<file path="config.mk">
export PLATFORM = sky130hd
export DESIGN_NAME = joystick_pointer_controller_unit
export DESIGN_NICKNAME = d
export VERILOG_FILES = /design/src/rtl/jpc_pkg.sv /design/src/rtl/jpc_div.sv /design/src/rtl/jpc_ctrl.sv /design/src/rtl/jpc_datapath.sv /design/src/rtl/joystick_pointer_controller_unit.sv
export SDC_FILE = /design/constraint.sdc
export NUM_CORES = 1
export LEC_CHECK = 0
export ABC_CLOCK_PERIOD_IN_PS = 7200
export BUFFER_PORTS_ARGS = -buffer_cell sky130_fd_sc_hd__buf_4
export CORE_ASPECT_RATIO = 0.6
export CORE_UTILIZATION = 40
export CTS_CLUSTER_DIAMETER = 30
export DETAILED_ROUTE_END_ITERATION = 6
export PLACE_DENSITY = 0.65
export SETUP_SLACK_MARGIN = 0.1
export SLEW_MARGIN = 15
export SYNTH_ARGS = -nofsm -noshare
export SYNTH_HDL_FRONTEND = slang
export SYNTH_SLANG_ARGS = --single-unit
</file>
<file path="constraint.sdc">
create_clock -name clk -period 7.2 [get_ports clk]
set_input_delay 0 -clock clk [delete_from_list [all_inputs] [get_ports clk]]
set_output_delay 0 -clock clk [all_outputs]
set_load 0.01 [all_outputs]
</file>
<file path="src/rtl/jpc_pkg.sv">
`timescale 1ns / 1ps

package jpc_pkg;

	// Defaults for the top level parameters
	localparam int CAL_SAMPLES_DEF = 24;
	localparam int CURSOR_MAX_DEF  = 127;

	// Fixed field widths
	localparam int SAMPLE_W   = 12;
	localparam int TOUCH_W    = 16;
	localparam int CURSOR_W   = 7;
	localparam int DIVISOR_W  = 8;
	localparam int CFG_IDX_W  = 2;
	localparam int CFG_DATA_W = 7;

	// Register reset values
	localparam logic [5:0]  DEADZONE_RST  = 6'd16;
	localparam logic [3:0]  SPEED_RST     = 4'd4;
	localparam logic [6:0]  TOUCH_THR_RST = 7'd24;
	localparam logic        TOUCH_EN_RST  = 1'b1;
	localparam logic [SAMPLE_W-1:0] MID_RST = 12'd2048;

	typedef enum logic [CFG_IDX_W-1:0] {
		REG_DEADZONE  = 2'd0,
		REG_SPEED     = 2'd1,
		REG_TOUCH_THR = 2'd2,
		REG_TOUCH_EN  = 2'd3
	} jpc_reg_t;

	typedef enum logic [1:0] {
		ST_IDLE,
		ST_PREP,
		ST_DIV,
		ST_COMMIT
	} jpc_state_t;

	typedef struct packed {
		logic capture;
		logic start;
		logic commit;
	} jpc_cmd_t;

	typedef struct packed {
		logic div_busy;
	} jpc_stat_t;

	// Step divisor: max(1, 128 / max(1, speed))
	function automatic logic [DIVISOR_W-1:0] speed_divisor(input logic [3:0] spd);
		logic [DIVISOR_W-1:0] d;
		case (spd)
			4'd0:    d = 8'd128;
			4'd1:    d = 8'd128;
			4'd2:    d = 8'd64;
			4'd3:    d = 8'd42;
			4'd4:    d = 8'd32;
			4'd5:    d = 8'd25;
			4'd6:    d = 8'd21;
			4'd7:    d = 8'd18;
			4'd8:    d = 8'd16;
			4'd9:    d = 8'd14;
			4'd10:   d = 8'd12;
			4'd11:   d = 8'd11;
			4'd12:   d = 8'd10;
			4'd13:   d = 8'd9;
			4'd14:   d = 8'd9;
			default: d = 8'd8;
		endcase
		return d;
	endfunction

endpackage

</file>
<file path="src/rtl/jpc_div.sv">
`timescale 1ns / 1ps

module jpc_div #(
	parameter int W  = 17,
	parameter int DW = 8
) (
	input  logic          clk,
	input  logic          arst_n,
	input  logic          start,
	input  logic [W-1:0]  dividend,
	input  logic [DW-1:0] divisor,
	output logic          busy,
	output logic [W-1:0]  quotient
);

	localparam int CNT_W = $clog2(W + 1);

	logic [W-1:0]     quo_q;
	logic [DW-1:0]    rem_q;
	logic [DW-1:0]    dvs_q;
	logic [CNT_W-1:0] cnt_q;
	logic             busy_q;
	logic [DW:0]      shifted;
	logic [DW:0]      diff;
	logic             fits;

	// Restoring division, one quotient bit a cycle
	always_comb begin
		shifted = {rem_q, quo_q[W-1]};
		diff    = shifted - {1'b0, dvs_q};
		fits    = shifted >= {1'b0, dvs_q};
	end

	always_ff @(posedge clk or negedge arst_n) begin
		if (!arst_n) begin
			busy_q <= 1'b0;
			cnt_q  <= '0;
		end else if (start) begin
			busy_q <= 1'b1;
			cnt_q  <= CNT_W'(W);
		end else if (busy_q) begin
			cnt_q <= cnt_q - 1'b1;
			if (cnt_q == CNT_W'(1)) begin
				busy_q <= 1'b0;
			end
		end
	end

	always_ff @(posedge clk) begin
		if (start) begin
			quo_q <= dividend;
			rem_q <= '0;
			dvs_q <= divisor;
		end else if (busy_q) begin
			quo_q <= {quo_q[W-2:0], fits};
			rem_q <= fits ? diff[DW-1:0] : shifted[DW-1:0];
		end
	end

	assign busy     = busy_q;
	assign quotient = quo_q;

endmodule

</file>
<file path="src/rtl/jpc_ctrl.sv">
`timescale 1ns / 1ps

module jpc_ctrl (
	input  logic              clk,
	input  logic              arst_n,
	input  logic              in_valid,
	output logic              in_stall,
	output logic              out_valid,
	input  logic              out_stall,
	input  jpc_pkg::jpc_stat_t stat,
	output jpc_pkg::jpc_cmd_t  cmd_o
);

	import jpc_pkg::*;

	jpc_state_t state_q;
	jpc_state_t state_d;
	logic       out_valid_q;
	logic       out_free;

	assign out_free = !out_valid_q || !out_stall;

	always_ff @(posedge clk or negedge arst_n) begin
		if (!arst_n) begin
			state_q     <= ST_IDLE;
			out_valid_q <= 1'b0;
		end else begin
			state_q <= state_d;
			if (cmd_o.commit) begin
				out_valid_q <= 1'b1;
			end else if (!out_stall) begin
				out_valid_q <= 1'b0;
			end
		end
	end

	always_comb begin
		state_d       = state_q;
		cmd_o.capture = 1'b0;
		cmd_o.start   = 1'b0;
		cmd_o.commit  = 1'b0;
		in_stall      = 1'b1;
		case (state_q)
			ST_IDLE: begin
				in_stall = 1'b0;
				if (in_valid) begin
					cmd_o.capture = 1'b1;
					state_d       = ST_PREP;
				end
			end
			ST_PREP: begin
				cmd_o.start = 1'b1;
				state_d     = ST_DIV;
			end
			ST_DIV: begin
				if (!stat.div_busy) begin
					state_d = ST_COMMIT;
				end
			end
			ST_COMMIT: begin
				if (out_free) begin
					cmd_o.commit = 1'b1;
					state_d      = ST_IDLE;
				end
			end
			default: state_d = ST_IDLE;
		endcase
	end

	assign out_valid = out_valid_q;

endmodule

</file>
<file path="src/rtl/jpc_datapath.sv">
`timescale 1ns / 1ps

module jpc_datapath #(
	parameter int CAL_SAMPLES = jpc_pkg::CAL_SAMPLES_DEF,
	parameter int CURSOR_MAX  = jpc_pkg::CURSOR_MAX_DEF
) (
	input  logic                            clk,
	input  logic                            arst_n,
	input  jpc_pkg::jpc_cmd_t               cmd_i,
	output jpc_pkg::jpc_stat_t              stat,
	input  logic                            cfg_we,
	input  logic [jpc_pkg::CFG_IDX_W-1:0]   cfg_index,
	input  logic [jpc_pkg::CFG_DATA_W-1:0]  cfg_wdata,
	input  logic                            cmd,
	input  logic [jpc_pkg::SAMPLE_W-1:0]    joy_x,
	input  logic [jpc_pkg::SAMPLE_W-1:0]    joy_y,
	input  logic                            click_pressed,
	input  logic [jpc_pkg::TOUCH_W-1:0]     touch_value,
	output logic [jpc_pkg::CURSOR_W-1:0]    cursor_x,
	output logic [jpc_pkg::CURSOR_W-1:0]    cursor_y,
	output logic                            left_held,
	output logic                            left_pressed,
	output logic                            left_released,
	output logic                            right_held,
	output logic                            right_pressed,
	output logic                            right_released,
	output logic                            changed,
	output logic [jpc_pkg::SAMPLE_W-1:0]    center_x,
	output logic [jpc_pkg::SAMPLE_W-1:0]    center_y,
	output logic                            calib_done
);

	import jpc_pkg::*;

	localparam int CNT_W  = $clog2(CAL_SAMPLES + 1);
	localparam int ACC_W  = SAMPLE_W + CNT_W;
	localparam int POS_W  = $clog2(CURSOR_MAX + 1);
	localparam int SW     = ((SAMPLE_W > POS_W) ? SAMPLE_W : POS_W) + 2;
	// Average by reciprocal: floor(sum * M / 2^S) equals sum / CAL_SAMPLES
	localparam int RCP_S  = ACC_W + $clog2(CAL_SAMPLES);
	localparam int PROD_W = 2 * ACC_W + 1;
	localparam logic [ACC_W:0] RCP_M =
		(ACC_W + 1)'(((1 << RCP_S) + CAL_SAMPLES - 1) / CAL_SAMPLES);

	// Configuration registers
	logic [5:0] deadzone_q;
	logic [3:0] speed_q;
	logic [6:0] touch_thr_q;
	logic       touch_en_q;

	// Captured item
	logic                cmd_q;
	logic [SAMPLE_W-1:0] jx_q;
	logic [SAMPLE_W-1:0] jy_q;
	logic                click_q;
	logic [TOUCH_W-1:0]  touch_q;

	// Block state
	logic [POS_W-1:0]    pos_x_q;
	logic [POS_W-1:0]    pos_y_q;
	logic                left_q;
	logic                right_q;
	logic [SAMPLE_W-1:0] mid_x_q;
	logic [SAMPLE_W-1:0] mid_y_q;
	logic [ACC_W-1:0]    acc_x_q;
	logic [ACC_W-1:0]    acc_y_q;
	logic [CNT_W-1:0]    cnt_q;

	// Output register
	logic [CURSOR_W-1:0] cursor_x_q;
	logic [CURSOR_W-1:0] cursor_y_q;
	logic                left_held_q;
	logic                left_pressed_q;
	logic                left_released_q;
	logic                right_held_q;
	logic                right_pressed_q;
	logic                right_released_q;
	logic                changed_q;
	logic [SAMPLE_W-1:0] center_x_q;
	logic [SAMPLE_W-1:0] center_y_q;
	logic                calib_done_q;

	logic [SAMPLE_W:0]    off_x;
	logic [SAMPLE_W:0]    off_y;
	logic [SAMPLE_W:0]    neg_off_x;
	logic [SAMPLE_W:0]    neg_off_y;
	logic                 neg_x;
	logic                 neg_y;
	logic [SAMPLE_W-1:0]  mag_x;
	logic [SAMPLE_W-1:0]  mag_y;
	logic [SAMPLE_W-1:0]  thr;
	logic [ACC_W-1:0]     sum_x;
	logic [ACC_W-1:0]     sum_y;
	logic [PROD_W-1:0]    prod_x;
	logic [PROD_W-1:0]    prod_y;
	logic [SAMPLE_W-1:0]  avg_x;
	logic [SAMPLE_W-1:0]  avg_y;
	logic [SAMPLE_W-1:0]  dvd_x;
	logic [SAMPLE_W-1:0]  dvd_y;
	logic [DIVISOR_W-1:0] dvs;
	logic [SAMPLE_W-1:0]  q_x;
	logic [SAMPLE_W-1:0]  q_y;
	logic                 busy_x;
	logic                 busy_y;
	logic                 last;
	logic                 right_now;
	logic [POS_W-1:0]     new_pos_x;
	logic [POS_W-1:0]     new_pos_y;
	logic [POS_W+CURSOR_W-1:0] ext_x;
	logic [POS_W+CURSOR_W-1:0] ext_y;

	function automatic logic [POS_W-1:0] step_pos(input logic [POS_W-1:0] pos,
		input logic [SAMPLE_W-1:0] q, input logic neg);
		logic [SW-1:0] sum;
		logic [POS_W-1:0] r;
		sum = neg ? (SW'(pos) - SW'(q)) : (SW'(pos) + SW'(q));
		if (sum[SW-1]) begin
			r = '0;
		end else if (sum > SW'(CURSOR_MAX)) begin
			r = POS_W'(CURSOR_MAX);
		end else begin
			r = sum[POS_W-1:0];
		end
		return r;
	endfunction

	// Offsets, dead zone, divide operands, calibration averages, touch level and clamped positions
	always_comb begin
		off_x     = {1'b0, jx_q} - {1'b0, mid_x_q};
		off_y     = {1'b0, jy_q} - {1'b0, mid_y_q};
		neg_off_x = -off_x;
		neg_off_y = -off_y;
		neg_x     = off_x[SAMPLE_W];
		neg_y     = off_y[SAMPLE_W];
		mag_x     = neg_x ? neg_off_x[SAMPLE_W-1:0] : off_x[SAMPLE_W-1:0];
		mag_y     = neg_y ? neg_off_y[SAMPLE_W-1:0] : off_y[SAMPLE_W-1:0];
		thr       = {2'b00, deadzone_q, 4'b0000};
		sum_x     = acc_x_q + ACC_W'(jx_q);
		sum_y     = acc_y_q + ACC_W'(jy_q);
		prod_x    = {{(ACC_W + 1){1'b0}}, sum_x} * {{ACC_W{1'b0}}, RCP_M};
		prod_y    = {{(ACC_W + 1){1'b0}}, sum_y} * {{ACC_W{1'b0}}, RCP_M};
		avg_x     = prod_x[RCP_S +: SAMPLE_W];
		avg_y     = prod_y[RCP_S +: SAMPLE_W];
		dvd_x     = (!cmd_q && (mag_x > thr)) ? mag_x : '0;
		dvd_y     = (!cmd_q && (mag_y > thr)) ? mag_y : '0;
		dvs       = speed_divisor(speed_q);
		last      = ({1'b0, cnt_q} + 1'b1) >= (CNT_W + 1)'(CAL_SAMPLES);
		right_now = touch_en_q && (touch_q < TOUCH_W'(touch_thr_q));
		new_pos_x = step_pos(pos_x_q, q_x, neg_x);
		new_pos_y = step_pos(pos_y_q, q_y, neg_y);
		ext_x     = {{CURSOR_W{1'b0}}, (cmd_q ? pos_x_q : new_pos_x)};
		ext_y     = {{CURSOR_W{1'b0}}, (cmd_q ? pos_y_q : new_pos_y)};
	end

	jpc_div #(.W(SAMPLE_W), .DW(DIVISOR_W)) u_div_x (
		.clk      (clk),
		.arst_n   (arst_n),
		.start    (cmd_i.start),
		.dividend (dvd_x),
		.divisor  (dvs),
		.busy     (busy_x),
		.quotient (q_x)
	);

	jpc_div #(.W(SAMPLE_W), .DW(DIVISOR_W)) u_div_y (
		.clk      (clk),
		.arst_n   (arst_n),
		.start    (cmd_i.start),
		.dividend (dvd_y),
		.divisor  (dvs),
		.busy     (busy_y),
		.quotient (q_y)
	);

	assign stat.div_busy = busy_x || busy_y;

	always_ff @(posedge clk or negedge arst_n) begin
		if (!arst_n) begin
			deadzone_q  <= DEADZONE_RST;
			speed_q     <= SPEED_RST;
			touch_thr_q <= TOUCH_THR_RST;
			touch_en_q  <= TOUCH_EN_RST;
		end else if (cfg_we) begin
			case (jpc_reg_t'(cfg_index))
				REG_DEADZONE:  deadzone_q  <= cfg_wdata[5:0];
				REG_SPEED:     speed_q     <= cfg_wdata[3:0];
				REG_TOUCH_THR: touch_thr_q <= cfg_wdata[6:0];
				REG_TOUCH_EN:  touch_en_q  <= cfg_wdata[0];
				default: ;
			endcase
		end
	end

	always_ff @(posedge clk) begin
		if (cmd_i.capture) begin
			cmd_q   <= cmd;
			jx_q    <= joy_x;
			jy_q    <= joy_y;
			click_q <= click_pressed;
			touch_q <= touch_value;
		end
	end

	always_ff @(posedge clk or negedge arst_n) begin
		if (!arst_n) begin
			pos_x_q <= '0;
			pos_y_q <= '0;
			left_q  <= 1'b0;
			right_q <= 1'b0;
			mid_x_q <= MID_RST;
			mid_y_q <= MID_RST;
			acc_x_q <= '0;
			acc_y_q <= '0;
			cnt_q   <= '0;
		end else if (cmd_i.commit) begin
			if (cmd_q) begin
				if (last) begin
					mid_x_q <= avg_x;
					mid_y_q <= avg_y;
					acc_x_q <= '0;
					acc_y_q <= '0;
					cnt_q   <= '0;
				end else begin
					acc_x_q <= sum_x;
					acc_y_q <= sum_y;
					cnt_q   <= cnt_q + 1'b1;
				end
			end else begin
				pos_x_q <= new_pos_x;
				pos_y_q <= new_pos_y;
				left_q  <= click_q;
				right_q <= right_now;
			end
		end
	end

	always_ff @(posedge clk) begin
		if (cmd_i.commit) begin
			cursor_x_q       <= ext_x[CURSOR_W-1:0];
			cursor_y_q       <= ext_y[CURSOR_W-1:0];
			left_held_q      <= cmd_q ? left_q : click_q;
			left_pressed_q   <= !cmd_q && click_q && !left_q;
			left_released_q  <= !cmd_q && !click_q && left_q;
			right_held_q     <= cmd_q ? right_q : right_now;
			right_pressed_q  <= !cmd_q && right_now && !right_q;
			right_released_q <= !cmd_q && !right_now && right_q;
			changed_q        <= cmd_q ? last :
				((q_x != '0) || (q_y != '0) || (click_q != left_q) || (right_now != right_q));
			center_x_q       <= (cmd_q && last) ? avg_x : mid_x_q;
			center_y_q       <= (cmd_q && last) ? avg_y : mid_y_q;
			calib_done_q     <= cmd_q && last;
		end
	end

	assign cursor_x       = cursor_x_q;
	assign cursor_y       = cursor_y_q;
	assign left_held      = left_held_q;
	assign left_pressed   = left_pressed_q;
	assign left_released  = left_released_q;
	assign right_held     = right_held_q;
	assign right_pressed  = right_pressed_q;
	assign right_released = right_released_q;
	assign changed        = changed_q;
	assign center_x       = center_x_q;
	assign center_y       = center_y_q;
	assign calib_done     = calib_done_q;

endmodule

</file>
<file path="src/rtl/joystick_pointer_controller_unit.sv">
`timescale 1ns / 1ps

// Channel   Handshake             Payload
// input     in_valid / in_stall   cmd, joy_x, joy_y, click_pressed, touch_value
// output    out_valid / out_stall cursor_x .. calib_done (one result per item)
// config    cfg_we                cfg_index, cfg_wdata (write only)
//
// An item is captured on transfer and both axis divides start; the sequencer
// waits for the bit-serial divider pair (W = 12, the sample width), then commits
// state and loads the result, and no new transfer is taken before that commit.
// The calibration average is a constant reciprocal multiply and is combinational.
// Reset sets the state machine, the configuration registers, cursor, button
// levels, centres (2048) and the calibration accumulators to their reset values.
// The next item is taken while a result waits; a stalled result holds the
// finished item in the commit step until the output register frees up.

module joystick_pointer_controller_unit #(
	parameter int CAL_SAMPLES = jpc_pkg::CAL_SAMPLES_DEF,
	parameter int CURSOR_MAX  = jpc_pkg::CURSOR_MAX_DEF
) (
	input  logic                            clk,
	input  logic                            arst_n,
	// configuration write port
	input  logic                            cfg_we,
	input  logic [jpc_pkg::CFG_IDX_W-1:0]   cfg_index,
	input  logic [jpc_pkg::CFG_DATA_W-1:0]  cfg_wdata,
	// input channel
	input  logic                            in_valid,
	output logic                            in_stall,
	input  logic                            cmd,
	input  logic [jpc_pkg::SAMPLE_W-1:0]    joy_x,
	input  logic [jpc_pkg::SAMPLE_W-1:0]    joy_y,
	input  logic                            click_pressed,
	input  logic [jpc_pkg::TOUCH_W-1:0]     touch_value,
	// output channel
	output logic                            out_valid,
	input  logic                            out_stall,
	output logic [jpc_pkg::CURSOR_W-1:0]    cursor_x,
	output logic [jpc_pkg::CURSOR_W-1:0]    cursor_y,
	output logic                            left_held,
	output logic                            left_pressed,
	output logic                            left_released,
	output logic                            right_held,
	output logic                            right_pressed,
	output logic                            right_released,
	output logic                            changed,
	output logic [jpc_pkg::SAMPLE_W-1:0]    center_x,
	output logic [jpc_pkg::SAMPLE_W-1:0]    center_y,
	output logic                            calib_done
);

	import jpc_pkg::*;

	// Commands from the sequencer, status back from the datapath
	jpc_cmd_t  dp_cmd;
	jpc_stat_t dp_stat;

	// Sequencer: capture the transfer, start both axis divides, wait, then
	// commit state and load the output register once it is free
	jpc_ctrl u_ctrl (
		.clk       (clk),
		.arst_n    (arst_n),
		.in_valid  (in_valid),
		.in_stall  (in_stall),
		.out_valid (out_valid),
		.out_stall (out_stall),
		.stat      (dp_stat),
		.cmd_o     (dp_cmd)
	);

	// Datapath: configuration, captured item, centre offsets and dead zone,
	// two dividers for the step size, reciprocal multiply for the calibration
	// average, clamp, buttons
	jpc_datapath #(
		.CAL_SAMPLES (CAL_SAMPLES),
		.CURSOR_MAX  (CURSOR_MAX)
	) u_dp (
		.clk            (clk),
		.arst_n         (arst_n),
		.cmd_i          (dp_cmd),
		.stat           (dp_stat),
		.cfg_we         (cfg_we),
		.cfg_index      (cfg_index),
		.cfg_wdata      (cfg_wdata),
		.cmd            (cmd),
		.joy_x          (joy_x),
		.joy_y          (joy_y),
		.click_pressed  (click_pressed),
		.touch_value    (touch_value),
		.cursor_x       (cursor_x),
		.cursor_y       (cursor_y),
		.left_held      (left_held),
		.left_pressed   (left_pressed),
		.left_released  (left_released),
		.right_held     (right_held),
		.right_pressed  (right_pressed),
		.right_released (right_released),
		.changed        (changed),
		.center_x       (center_x),
		.center_y       (center_y),
		.calib_done     (calib_done)
	);

endmodule
</file>
### Yosys cells after proc, flatten, opt, wreduce, memory -nomap -nowiden

Memories as Yosys holds them, arrays and structs flattened. A register that Yosys moved wholly into a read port is not among the register bits.
Cells that the tools add are included.
Widths: inputs -> output; s select.

| operators by class | value |
|---|---|
| add/subtract/negate cells | 16 |
| $mul | 2 |
| order comparisons | 8 |
| equal/unequal tests | 14 |
| multiplexer cells | 48 |
| reduce and logical (&&, ||, !) cells | 37 |

Operators by type and width:

| operator | count |
|---|---|
| $mux 12 | 10 |
| $mul 17x18->34 const B | 2 |
| $mux 7 | 6 |
| $add 17x12->17 | 2 |
| $mux 17 | 2 |
| $gt 14x7->1 const B | 2 |
| $mux 14 | 2 |
| $add 7x12->13 | 2 |
| $sub 12x12->13 | 2 |
| $sub 7x12->13 | 2 |
| $gt 12x10->1 | 2 |
| $neg 12->12 | 2 |
| $reduce_bool 12->1 | 2 |
| $ge 9x8->1 | 2 |
| $mux 1 | 17 |
| $lt 16x7->1 | 1 |
| $mux 4 | 4 |
| $mux 8 | 2 |
| $sub 8x8->8 | 2 |
| $logic_and 1x1->1 | 12 |
| $reduce_and 2->1 | 5 |
| $eq 2x2->1 const B | 4 |
| $eq 4x1->1 const B | 2 |
| $pmux 2 s4 | 1 |
| 15 further kinds | 35 |

| word-level totals | value |
|---|---|
| bits in registers | 238 |
| bits in read-only memories | 128 |
| input port bits | 56 |
| output and inout bits | 48 |
| word-level logic and storage cells | 166 |
| memories | 1 |

Memories:

| memory | depth | width | rd ports | clocked after memory_dff | write ports | line | text |
|---|---|---|---|---|---|---|---|
| (no name shown) | 16 | 8 | 1 | 1 | 0 | jpc_pkg.sv:51 | `case (spd)` |

### Depth between registers and ports, before layout

| depth | value |
|---|---|
| depth after elaboration | 7 |
| mapped depth | 32 |
| depth with buffers taken out | 32 |

### By module

From an unflattened synthesis, not the netlist that was laid out.

| second synthesis, totals | value |
|---|---|
| cells, all modules | 2542 |
| area total of the unflattened synthesis | 24862.6 sq um |

By module, submodules not included:

| module | times used | cells each | area each (sq um) | sequential area each (sq um) |
|---|---|---|---|---|
| jpc_datapath | 1 | 2189 | 21042.7 | 5078.6 |
| jpc_div | 2 | 167 | 1805.5 | 885.8 |
| jpc_ctrl | 1 | 19 | 209.0 | 75.1 |

### Worst setup path before layout

Ideal clock, no wire load.

| timing | value |
|---|---|
| kind | reg-to-reg |
| start point | register u_dp.jx_q[1] |
| end point | register u_dp.center_x_q[11] (netlist: u_dp.center_x[11]) (data pin) |
| data arrival time | 7.584 ns |
| data required time | 6.940 ns |
| setup slack | -0.644 ns |
| stages on the path, launching flop included | 33 |
| clock period less this slack | 7.844 ns |
| path through | edfxtp_1 ha_1 a21o_1 a21o_1 a21oi_1 o21ai_0 a21oi_1 o21ai_0 o211ai_1 xnor2_1 inv_1 ha_1 inv_1 fa_1 inv_1 fa_1 inv_1 fa_1 inv_1 fa_1 inv_1 fa_1 inv_1 ha_1 and4_1 o211ai_1 nor2_1 a211oi_1 o21ai_0 a221oi_1 o21ba_2 xnor2_1 mux2_2 |

| between the ends | value |
|---|---|
| longest elaborated chain between the ends | 3 |

RTL lines:

| item | line | text |
|---|---|---|
| start: declaration | jpc_datapath.sv:53 | `logic [SAMPLE_W-1:0] jx_q;` |
| start signal: assignment | jpc_datapath.sv:197 | `jx_q <= joy_x;` |
| $add 17x12->17 | jpc_datapath.sv:138 | `sum_x = acc_x_q + ACC_W'(jx_q);` |
| $mul 17x18->34 | jpc_datapath.sv:140 | `prod_x = {{(ACC_W + 1){1'b0}}, sum_x} * {{ACC_W{1'b0}}, RCP_M};` |
| $mux 12 | jpc_datapath.sv:249 | `center_x_q <= (cmd_q && last) ? avg_x : mid_x_q;` |
| end signal: assignment | jpc_datapath.sv:249 |  |
| end: declaration | jpc_datapath.sv:79 | `logic [SAMPLE_W-1:0] center_x_q;` |

Every way passes these cells.
A chain may end at the register's enable or synchronous reset.

### Final worst setup path

| timing | value |
|---|---|
| start point | register u_dp.jx_q[0] |
| end point | register u_dp.center_x_q[8] (netlist: u_dp.center_x[8]) (data pin) |

The elaborated chain is that of the path after synthesis.

==> results.yml <==
global_routing:
  grt_start_max_net_pins: 66
  grt_first_pass_wirelength_um: 108400
  via_count_of_the_first_global_routing_pass: 20170
  grt_remaining_overflow: 0
  gr-usage-all-layers: 0.2236
  grt_antenna_before_repair: 0
timing:
  setup_slack_ps: -243.2
  drv_slew: 0
  period_share: 1.034
  final.min_clock_period_ps: 7443
  worstMarginPinSlew_ps: 1078
  finalHoldViolCount: 0
  timing.max_slew.rel_slack: 0.2809
  final.setup_skew_ps: 23.93
  unrepaired_setup_endpoints_after_global_routing: "yes"
  finalSetupViolCount: 29
  max_clock_freq_ghz: 0.1344
critical_path:
  critPathMaxStageDelay_ps: 520
  crit_slowest_cell: "sky130_fd_sc_hd__fa_1"
  cp.required_ps: 7540
  crit_path_frequent_cell: "sky130_fd_sc_hd__fa_1"
  crit_path_start_kind: "flip-flop"
  crit_path_max_fanout: 3
  setup.worst_path.class: "reg2reg"
  type_of_element_capturing_the_critical_path: "flip-flop"
  timing.critical_path.arrival_ps: 7790
status:
  run_status: "finished with violations"
  violations_in_the_final_reports: "DRC, setup timing"
cts:
  clock_sink_count: 246
  clk_pin_slew_ps: 50
  cts-buffers-inserted: 51
  clock_tree_root_driver_cell: "sky130_fd_sc_hd__clkbuf_16"
  tritoncts_clock_tree: "built"
  clock_latency_ps: 600
  number_of_h_tree_levels: 2
  max-clock-path-buffers: 3
run:
  max_cap_viol_count: 0
finish:
  drive_gt1_frac: 0.2474
  final_cell_area_mm2: 0.03163
  finalNetCount: 3503
  fin_util: 0.5310
  fillers: 5227
  seq_area_mm2: 0.006685
  area_taken_by_multi_input_logic_gates_mm2: 0.01698
  layout-area-overhead-vs-synth_pct: 30.43
floorplan:
  floorplan_core_area_mm2: 0.05957
  initial_utilization: 0.4072
  die_width_um: 319.9
  design.portCount: 104
  std_cell_rows: 69
  chipHeight_um: 192.7
  die_area_mm2: 0.06166
logic_synthesis:
  netlist_top_cells_area: "sky130_fd_sc_hd__ha_1 (19%), sky130_fd_sc_hd__edfxtp_1 (15%), sky130_fd_sc_hd__fa_1 (14%)"
  synthMostInstantiatedCell: "sky130_fd_sc_hd__inv_1"
  synth.ff_latch_count: 246
  synth_common_cells: "sky130_fd_sc_hd__inv_1 (443), sky130_fd_sc_hd__ha_1 (362), sky130_fd_sc_hd__fa_1 (173), sky130_fd_sc_hd__o21ai_0 (140), sky130_fd_sc_hd__nand2_1 (137)"
  async_reset_ff_frac: 0.4472
  top_cell_type_by_total_area_after_synthesis: "sky130_fd_sc_hd__ha_1"
  synth_fp_nets: 3074
  synth-main-ff-cell: "sky130_fd_sc_hd__edfxtp_1"
  number_of_distinct_library_cells_after_synthesis: 83
  yosysWarningCount: 0
  post_synth_inst_count: 2483
  post-synth-top-area-fraction: 0.1867
  synth_edf_count: 120
  synth_seq_area_share: 0.2756
  area_of_the_mapped_netlist_mm2: 0.02425
  synthesis.area_per_instance_um2: 9.768
min_path:
  timing.hold.worst.class: "in2async"
route:
  drc: 8
  post_drt_via_cell_ratio: 5.322
  routed_wire_length_per_instance_um: 18.35
  drt-pass1-iter-count: 7
  drt_iter0_markers: 1246
  drtAntennaViolNets: 0
  drt-total-wl_um: 68560
  route.vias.total: 19890
place:
  detailed_place_hpwl_um: 52550
  numPortBuffers: 103
  final_estimated_routing_congestion_in_global_placement: 0.9277
  placed_area_mm2: 0.02762
per-stage QoR:
step                std cells  setup TNS, ps  hold WS (ps)  worst slack, ps
finish                   3737          -2997         18.19           -243.2
global route             3736         -13130         56.73           -504.8
CTS                      3714          -1934         33.65           -213.0
detailed placement       3517          -7832         113.0           -457.2
global placement         3517          -4436         86.80           -364.2
floorplan                2483              0        -295.6            49.33
what timing repair did:
item	4_1_cts	5_1_grt
hold endpoints to repair	108	0
resized for setup	107	93
setup endpoints to repair	43	46
pin swaps	91	77
buffers inserted	37	24
hold buffers	64	0
cells by family (layout without fill, tap and decap cells):
family / after synthesis / after routing / synth area share
multiplexers: 69 / 69 / 0.03142
XOR/XNOR: 121 / 121 / 0.04369
buffers and inverters: 497 / 969 / 0.07717
other: 0 / 1 / 0
flip-flops: 246 / 246 / 0.2756
AO/OA/AOI/OAI: 526 / 526 / 0.1429
adder cells (fa/ha/maj): 535 / 535 / 0.3295
AND/OR/NAND/NOR: 489 / 489 / 0.09966
routing by layer:
layer	global-route usage	routed length, um	up-vias
li1	-	-	9468
met1	0.3271	33090	9790
met2	0.3366	29090	537
met3	0.04324	4990	94
met4	0.05742	1392	0
met5	0	0	-
critical path, delay by kind of cell (launching register included):
kind / cells / cell delay (ps)
adders and majority gates: 9 / 3390
AOI/OAI and AO/OA: 7 / 1370
and+or+nand+nor: 5 / 860
buffers and inverters: 8 / 640
DFF: 1 / 390
muxes: 1 / 270
xor gates and xnor gates: 2 / 260
registers in the layout (all words and copies together), names as in the netlist, 12 cells and up:
register               cells
u_dp.acc_x_q              17
u_dp.acc_y_q              17
u_dp.touch_q              16
u_dp.center_x             12
u_dp.center_y             12
u_dp.jx_q                 12
u_dp.jy_q                 12
u_dp.mid_x_q              12
u_dp.mid_y_q              12
u_dp.u_div_x.quotient     12
u_dp.u_div_y.quotient     12
layout make-up:
| cell class | instances | share of cell area |
|---|---|---|
| antenna | 1 | 0.00007910 |
| clock buffer | 60 | 0.04371 |
| clock inverter | 36 | 0.01546 |
| inverter | 445 | 0.05300 |
| multi-input combinational | 1740 | 0.5369 |
| sequential | 246 | 0.2113 |
| tap | 781 | 0.03089 |
| timing repair buffer | 428 | 0.1087 |
layout by cell type, fill, tap and decap left out, types with 30 or more instances in the layout:
cell	instances
sky130_fd_sc_hd__nor2_1	100
sky130_fd_sc_hd__a21oi_1	90
sky130_fd_sc_hd__ha_4	31
sky130_fd_sc_hd__xnor2_1	60
sky130_fd_sc_hd__fa_1	163
sky130_fd_sc_hd__edfxtp_1	120
sky130_fd_sc_hd__ha_1	326
sky130_fd_sc_hd__nand3_1	44
sky130_fd_sc_hd__clkbuf_16	53
sky130_fd_sc_hd__dlygate4sd3_1	64
sky130_fd_sc_hd__buf_4	347
sky130_fd_sc_hd__o21ai_0	118
sky130_fd_sc_hd__nor3_1	30
sky130_fd_sc_hd__xor2_1	31
sky130_fd_sc_hd__mux2_2	45
sky130_fd_sc_hd__a21o_1	39
sky130_fd_sc_hd__dfrtp_1	103
sky130_fd_sc_hd__nand2_1	134
sky130_fd_sc_hd__inv_2	33
sky130_fd_sc_hd__inv_1	410
path summary, 6_finish.rpt:
kind | start | end | slack, ps | cells after the start
max | u_dp.jx_q[0] | u_dp.center_x[8] | -240 | 32
min in group clk | touch_value[0] | u_dp.touch_q[0] | 120 | 2
min reg2reg | u_dp.acc_y_q[9] | u_dp.acc_y_q[9] | 490 | 2
max reg2reg | u_dp.jx_q[0] | u_dp.center_x[8] | -240 | 32
max in group asynchronous | arst_n | u_dp.acc_x_q[1] | 5770 | 3
min | arst_n | u_dp.mid_y_q[4] | 20 | 2
Power is left out: the tool's default activity adds up to more than one toggle a clock period on the data nets, which glitch-free logic cannot reach.
